## src/hdl/vsa_pkg.sv

```systemverilog
`default_nettype none

package vsa_pkg;

	// voice table geometry
	localparam int VOICE_SLOTS = 32;
	localparam int IDX_W       = (VOICE_SLOTS > 1) ? $clog2(VOICE_SLOTS) : 1;
	localparam int CNT_W       = IDX_W + 1;

	// field widths fixed by the interface
	localparam int MODE_W = 2;
	localparam int NOTE_W = 7;
	localparam int VEL_W  = 7;
	localparam int SLOT_W = 5;

	// event codes
	localparam logic [MODE_W-1:0] MODE_NOTE_ON  = 2'd0;
	localparam logic [MODE_W-1:0] MODE_NOTE_OFF = 2'd1;
	localparam logic [MODE_W-1:0] MODE_DONE     = 2'd2;

	// result action codes
	localparam logic ACT_RELEASE = 1'b0;
	localparam logic ACT_START   = 1'b1;

	// one slot of the voice table
	typedef struct packed {
		logic              busy;
		logic              releasing;
		logic [NOTE_W-1:0] note;
	} entry_t;

	localparam int ENTRY_W = $bits(entry_t);

endpackage

`default_nettype wire

```

## src/hdl/vsa_ram.sv

```systemverilog
`default_nettype none

module vsa_ram #(
	parameter int WIDTH = 8,
	parameter int DEPTH = 32,
	parameter int ADDR_W = (DEPTH > 1) ? $clog2(DEPTH) : 1
) (
	input  wire               clk,
	input  wire               we,
	input  wire  [ADDR_W-1:0] waddr,
	input  wire  [WIDTH-1:0]  wdata,
	input  wire  [ADDR_W-1:0] raddr,
	output logic [WIDTH-1:0]  rdata
);

	logic [WIDTH-1:0] mem_q [DEPTH];

	always_ff @(posedge clk) begin
		if (we) begin
			mem_q[waddr] <= wdata;
		end
		rdata <= mem_q[raddr];
	end

endmodule

`default_nettype wire

```

## src/hdl/voice_slot_allocator.sv

```systemverilog
`default_nettype none

// voice slot allocator: takes one note event per transaction (start high while busy
// is low) and answers with zero to two result transactions, each shown for exactly
// one cycle while valid is high; the receiver cannot stall, so results must be taken
// as they come. a note-on or note-off sweeps the whole voice table held in one
// synchronous ram, one slot per cycle, set by the single registered read port: a
// note-on with nonzero velocity keeps busy high through the sweep and a last state
// that writes the new voice, a note-off through the sweep alone. a release result
// shows up the cycle after its slot comes back from the ram, and the start result
// of a note-on in the same cycle that busy drops. a voice-finished event or an
// unused mode is handled in the accept cycle and never raises busy. the table
// comes out of reset empty: per-slot valid flops make never-written slots read as
// free, so no clearing pass is needed.
module voice_slot_allocator (
	input  wire                             clk,
	input  wire                             arst_n,
	// event transaction
	input  wire                             start,
	output logic                            busy,
	input  wire  [vsa_pkg::MODE_W-1:0]      mode,
	input  wire  [vsa_pkg::NOTE_W-1:0]      note,
	input  wire  [vsa_pkg::VEL_W-1:0]       velocity,
	input  wire  [vsa_pkg::SLOT_W-1:0]      done_slot,
	// result transaction
	output logic                            valid,
	output logic                            action,
	output logic [vsa_pkg::SLOT_W-1:0]      slot,
	output logic [vsa_pkg::NOTE_W-1:0]      out_note,
	output logic [vsa_pkg::VEL_W-1:0]       out_velocity,
	output logic                            stolen,
	output logic                            last
);

	localparam logic [1:0] ST_IDLE  = 2'd0;
	localparam logic [1:0] ST_SCAN  = 2'd1;
	localparam logic [1:0] ST_START = 2'd2;

	localparam int IDX_W = vsa_pkg::IDX_W;
	localparam int CNT_W = vsa_pkg::CNT_W;

	logic [1:0] state_q;

	// latched event
	logic                      ev_on_q;   // note-on with nonzero velocity
	logic [vsa_pkg::NOTE_W-1:0] ev_note_q;
	logic [vsa_pkg::VEL_W-1:0]  ev_vel_q;

	// sweep bookkeeping
	logic [CNT_W-1:0] rd_cnt_q;
	logic             rd_s1;
	logic [IDX_W-1:0] idx_s1;
	logic             matched_q;
	logic             free_found_q;
	logic [IDX_W-1:0] free_idx_q;
	logic             rel_found_q;
	logic [IDX_W-1:0] rel_idx_q;

	// slots ever written since reset; others read as the empty entry
	logic [vsa_pkg::VOICE_SLOTS-1:0] written_q;

	// ram ports
	logic                        ram_we;
	logic [IDX_W-1:0]            ram_waddr;
	vsa_pkg::entry_t             ram_wdata;
	logic [IDX_W-1:0]            ram_raddr;
	logic [vsa_pkg::ENTRY_W-1:0] ram_rdata;

	vsa_ram #(
		.WIDTH(vsa_pkg::ENTRY_W),
		.DEPTH(vsa_pkg::VOICE_SLOTS)
	) u_table (
		.clk  (clk),
		.we   (ram_we),
		.waddr(ram_waddr),
		.wdata(ram_wdata),
		.raddr(ram_raddr),
		.rdata(ram_rdata)
	);

	logic accept;
	logic is_done_ev;
	logic is_note_ev;
	logic issue;
	logic sweep_end;
	logic [IDX_W-1:0] pick;
	vsa_pkg::entry_t  cur;
	logic match;
	logic take_match;

	assign busy   = (state_q != ST_IDLE);
	assign accept = start && !busy;

	assign is_done_ev = (mode == vsa_pkg::MODE_DONE) && (int'(done_slot) < vsa_pkg::VOICE_SLOTS);
	assign is_note_ev = (mode == vsa_pkg::MODE_NOTE_ON) || (mode == vsa_pkg::MODE_NOTE_OFF);

	// read issue side of the sweep
	assign issue     = (state_q == ST_SCAN) && (int'(rd_cnt_q) < vsa_pkg::VOICE_SLOTS);
	assign ram_raddr = rd_cnt_q[IDX_W-1:0];

	// entry coming back from the ram, empty if never written
	always_comb begin
		cur = ram_rdata;
		if (!written_q[idx_s1]) begin
			cur = '0;
		end
	end

	assign match      = rd_s1 && cur.busy && !cur.releasing && (cur.note == ev_note_q);
	// note-on releases every match, note-off only the first one
	assign take_match = match && (ev_on_q || !matched_q);
	assign sweep_end  = rd_s1 && (int'(idx_s1) == vsa_pkg::VOICE_SLOTS - 1);

	// slot for the new voice: lowest free, else lowest releasing, else slot 0
	always_comb begin
		priority if (free_found_q) begin
			pick = free_idx_q;
		end else if (rel_found_q) begin
			pick = rel_idx_q;
		end else begin
			pick = '0;
		end
	end

	// ram write: voice finished at accept, release during sweep, start at the end.
	// a release writes back the entry just read, so reads and writes never collide
	always_comb begin
		ram_we    = 1'b0;
		ram_waddr = idx_s1;
		ram_wdata = cur;
		priority if (accept && is_done_ev) begin
			ram_we    = 1'b1;
			ram_waddr = IDX_W'(done_slot);
			ram_wdata = '0;
		end else if (state_q == ST_SCAN && take_match) begin
			ram_we              = 1'b1;
			ram_wdata.releasing = 1'b1;
		end else if (state_q == ST_START) begin
			ram_we              = 1'b1;
			ram_waddr           = pick;
			ram_wdata.busy      = 1'b1;
			ram_wdata.releasing = 1'b0;
			ram_wdata.note      = ev_note_q;
		end
	end

	// control
	always_ff @(posedge clk or negedge arst_n) begin
		if (!arst_n) begin
			state_q      <= ST_IDLE;
			rd_cnt_q     <= '0;
			rd_s1        <= 1'b0;
			matched_q    <= 1'b0;
			free_found_q <= 1'b0;
			rel_found_q  <= 1'b0;
			written_q    <= '0;
			valid        <= 1'b0;
		end else begin
			// first release result of the event, or the start result
			valid <= ((state_q == ST_SCAN) && match && !matched_q) || (state_q == ST_START);
			rd_s1 <= issue;
			if (issue) begin
				rd_cnt_q <= rd_cnt_q + CNT_W'(1);
			end
			if (ram_we) begin
				written_q[ram_waddr] <= 1'b1;
			end
			unique case (state_q)
				ST_IDLE: begin
					if (accept && is_note_ev) begin
						state_q      <= ST_SCAN;
						rd_cnt_q     <= '0;
						matched_q    <= 1'b0;
						free_found_q <= 1'b0;
						rel_found_q  <= 1'b0;
					end
				end
				ST_SCAN: begin
					if (match) begin
						matched_q <= 1'b1;
					end
					if (rd_s1 && !cur.busy && !free_found_q) begin
						free_found_q <= 1'b1;
					end
					// releasing as seen after this event's own releases
					if (rd_s1 && (cur.releasing || match) && !rel_found_q) begin
						rel_found_q <= 1'b1;
					end
					if (sweep_end) begin
						state_q <= ev_on_q ? ST_START : ST_IDLE;
					end
				end
				ST_START: begin
					state_q <= ST_IDLE;
				end
				default: begin
					state_q <= ST_IDLE;
				end
			endcase
		end
	end

	// datapath registers
	always_ff @(posedge clk) begin
		idx_s1 <= ram_raddr;
		if (accept) begin
			ev_on_q   <= (mode == vsa_pkg::MODE_NOTE_ON) && (velocity != '0);
			ev_note_q <= note;
			ev_vel_q  <= velocity;
		end
		if (state_q == ST_SCAN) begin
			if (rd_s1 && !cur.busy && !free_found_q) begin
				free_idx_q <= idx_s1;
			end
			if (rd_s1 && (cur.releasing || match) && !rel_found_q) begin
				rel_idx_q <= idx_s1;
			end
			if (match && !matched_q) begin
				action       <= vsa_pkg::ACT_RELEASE;
				slot         <= vsa_pkg::SLOT_W'(idx_s1);
				out_note     <= ev_note_q;
				out_velocity <= '0;
				stolen       <= 1'b0;
				last         <= !ev_on_q;
			end
		end else if (state_q == ST_START) begin
			action       <= vsa_pkg::ACT_START;
			slot         <= vsa_pkg::SLOT_W'(pick);
			out_note     <= ev_note_q;
			out_velocity <= ev_vel_q;
			// a free slot was not busy; releasing slots and slot 0 fallback are
			stolen       <= !free_found_q;
			last         <= 1'b1;
		end
	end

endmodule

`default_nettype wire

```

## config.mk

```make
export PLATFORM = sky130hd
export DESIGN_NAME = voice_slot_allocator
export DESIGN_NICKNAME = d
export VERILOG_FILES = /design/src/hdl/vsa_pkg.sv /design/src/hdl/vsa_ram.sv /design/src/hdl/voice_slot_allocator.sv
export SDC_FILE = /design/constraint.sdc
export NUM_CORES = 1
export LEC_CHECK = 0
export BUFFER_PORTS_ARGS = -buffer_cell sky130_fd_sc_hd__buf_4
export CAP_MARGIN = 20
export CORE_MARGIN = 5
export CORE_UTILIZATION = 40
export CTS_BUF_LIST = sky130_fd_sc_hd__clkbuf_4
export DETAILED_ROUTE_END_ITERATION = 8
export PLACE_DENSITY_LB_ADDON = 0.08
export SLEW_MARGIN = 30
export SYNTH_ARGS = -nofsm -noshare
export SYNTH_HDL_FRONTEND = slang
export SYNTH_SLANG_ARGS = --single-unit
```

## constraint.sdc

```tcl
create_clock -name clk -period 7.2 [get_ports clk]
set_clock_uncertainty 0.15 [all_clocks]
set_input_delay 0.72 -clock clk [delete_from_list [all_inputs] [get_ports clk]]
set_output_delay 0.72 -clock clk [all_outputs]
set_load 0.005 [all_outputs]
```

==> key figures <==
Timing
  – Max-slew violations: 0
  – Fmax: 0.2637 GHz
  – Setup TNS: 0 ns
  – Slew @ Worst Pin: 0.9507 ns
  – Minimum clock period: 3.793 ns
  – Period utilization: 0.5267
  – RSZ-0062 raised after global routing: no
  – Max_slew headroom: 0.3642
  – Final Worst Setup Slack: 3.407 ns
  – Hold Fails Final Rpt: 0
  – Setup-failing EPs final: 0

Routing
  – Met2 wire length: 17.25 mm
  – Final WL: 36.45 mm
  – Number of remaining DRC errors: 0
  – Met3 WL: 2.081 mm
  – Pre-Repair DR Iteration Count: 5
  – Vias: 8015
  – DR top layer: met4
  – WL per Instance: 24.22 µm
  – Post-route ant nets: 0
  – M1 WL: 16.29 mm
  – Initial DRC count: 615
  – DR vias/cell: 5.326

Logic synthesis
  – Ys flop type: edfxtp_1
  – Synth top area share: 0.6551
  – Seq/Total Area, Yosys: 0.7467
  – Yosys top cell by area: edfxtp_1
  – Seq cells post-synth: 394
  – Post-Syn Nets: 798
  – Post-Synthesis Mean Instance Area: 19.87 µm²
  – Synth cell count leaders: 335 x edfxtp_1, 96 x mux4_2, 63 x nor2_1
  – Top cells by area, synth: edfxtp_1 66%, mux4_2 14%, dfrtp_1 7.3%
  – Unique masters post-synth: 47
  – Ys async rst share: 0.1142
  – EDFF count, synth: 335
  – Cell Area, Synth: 15360 µm²
  – Synth warn: 0
  – Post-Synthesis Cells: 773
  – Most common cell in the netlist: edfxtp_1

Job
  – Max Cap Viol: 0

Power and ir drop
  – Pwr dens: 252.9 nW/µm²
  – Int Pwr: 3.603 mW
  – Max VDD drop: 0.0001242 V
  – Comb power frac: 0.005
  – Leakage power: 5.316 nW
  – Net switching power: 0.9127 mW
  – Sequential share of power: 0.541
  – Switching Share: 0.2021
  – Clock Power Share: 0.454

Placement
  – Gpl congestion: 0.8338
  – IO buf count: 47
  – Dpl cells: 1305
  – Post-DP HPWL: 22.68 mm
  – Post-place setup slack: 3.311 ns

Clock network
  – Total CTS buffers: 99
  – TritonCTS Sinks: 394
  – Post-CTS Hold Buffers: 15
  – H-tree levels: 3
  – Worst skew pair latency: 0.78 ns
  – Post-CTS Setup Repair Bufs: 0
  – Clock Tree Buf Depth: 3
  – Worst-path clk slew: 0.06 ns
  – Post-CTS Resized: 0
  – CTS tree: done
  – Root Buffer: clkbuf_4

Global route
  – Initial antenna violation count: 1
  – Vias in the first global route: 8424
  – Largest net degree at the start of global routing: 77
  – Tot GR Track Use: 0.1759
  – First-pass GRT wire length: 54.52 mm
  – Total grt overflow: 0

Floorplan
  – Die area: 42410 µm²
  – Starting density of the core: 0.4067
  – Core area: 37760 µm²
  – Die X: 205.9 µm
  – Ports: 48
  – Row Count: 71
  – Die height: 205.9 µm

Worst setup path
  – Arrival time worst endpoint: 3.99 ns
  – Worst setup SP type: register
  – CP Max Fanout: 11
  – Crit Path Class: reg -> reg
  – Worst endpoint required time: 7.40 ns
  – Critical Path End Type: register

Min path
  – Min-Delay Path Class: in -> reg

Outcome
  – Status: complete, no violations

Finish
  – Layout net count: 935
  – Post-Layout Cell Count: 1505
  – Area grow syn2layout: 16.30%
  – Fraction of layout cells with a size suffix above 1: 0.3424
  – Filler cells: 3174
[critical path, stage by stage (launching register included)]
cell and delay, ns:
dfrtp_1 0.38, nor2b_1 0.67, a31oi_1 0.29, a221o_1 0.53, nor2_1 0.21, a31oi_2 0.37
nor2_1 0.79
[sequential cells by signal (all words and copies together), names as in the netlist, 2 cells and up]
signal / cells
ev_note_q: 7
ev_vel_q: 7
free_idx_q: 5
idx_s1: 5
out_note: 7
out_velocity: 7
rd_cnt_q: 6
rel_idx_q: 5
slot: 5
state_q: 2
u_table.mem_q: 288
u_table.rdata: 9
written_q: 32
[metrics by stage]
step / power [mW] / hold WS, ns / util / cell area, µm²
6_report: 4.516 / 0.1461 / 0.4730 / 17860
5_1_grt: 4.717 / 0.04858 / 0.4730 / 17860
4_1_cts: 4.595 / 0.04917 / 0.4728 / 17850
3_5_place_dp: 2.510 / 0.3062 / 0.4315 / 16290
3_3_place_gp: 2.509 / 0.3041 / 0.4314 / 16290
2_1_floorplan: 2.492 / 0.2237 / - / 15360
[worst paths after layout]
| kind | slack, ns | end | start | depth (start not counted) |
|---|---|---|---|---|
| min in group asynchronous | 0.36 | rd_s1 | arst_n | 2 |
| setup / recovery | 3.41 | u_table.mem_q[8][8] | state_q[1] | 6 |
| hold / removal | 0.15 | ev_on_q | mode[0] | 2 |
| setup reg to reg | 3.41 | u_table.mem_q[8][8] | state_q[1] | 6 |
| hold reg to reg | 0.33 | written_q[8] | written_q[8] | 1 |
| max in group asynchronous | 6.09 | rd_cnt_q[0] | arst_n | 2 |
[per-layer routing]
layer / up-vias / GRT usage
li1: 3495 / -
met1: 4204 / 0.2460
met2: 266 / 0.2715
met3: 50 / 0.04566
met4: 0 / 0.05941
met5: - / 0
[kinds of logic after synthesis]
| kind of cell | Yosys count | share of synthesized area |
|---|---|---|
| mux | 110 | 0.1509 |
| compound gates | 81 | 0.04335 |
| buf+inv | 39 | 0.01092 |
| fa+ha+maj | 1 | 0.0008147 |
| xor+xnor | 11 | 0.006274 |
| flops | 394 | 0.7467 |
| simple gates | 137 | 0.04107 |
[power by group through the flow]
stage | logic (mW) | clock network [mW] | registers [mW]
3_3_place_gp | 0.0177 | 0 | 2.49
5_1_grt | 0.0271 | 2.25 | 2.44
3_5_place_dp | 0.0184 | 0 | 2.49
2_1_floorplan | 0.000855 | 0 | 2.49
4_1_cts | 0.0252 | 2.13 | 2.44
6_report | 0.0246 | 2.05 | 2.44
[area by class of cell]
class,count,area [µm²],area share
timing repair buffer,70,566.8,0.03174
inverter,5,18.77,0.001051
sequential,394,11470,0.6424
multi-input combinational,340,3746,0.2098
antenna,1,2.502,0.0001401
clock buffer,138,1036,0.05801
tap,511,639.4,0.03580
clock inverter,46,376.6,0.02109
[layout by cell type (no fill, tap or decap), drive strengths merged, types with 7 or more instances in the layout]
cell and n:
clkinv 36, a22o 8, edfxtp 335, dfxtp 14, dlygate4sd3 15, o21bai 32
xor2 9, a31oi 10, clkbuf 138, nand2 25, nor3 7, and2 12
bufinv 7, mux4 96, dfrtp 45, mux2 12, a21oi 8, nand3 7
nor2 63, buf 55
Note: power is estimated with default switching activity, not from simulation.
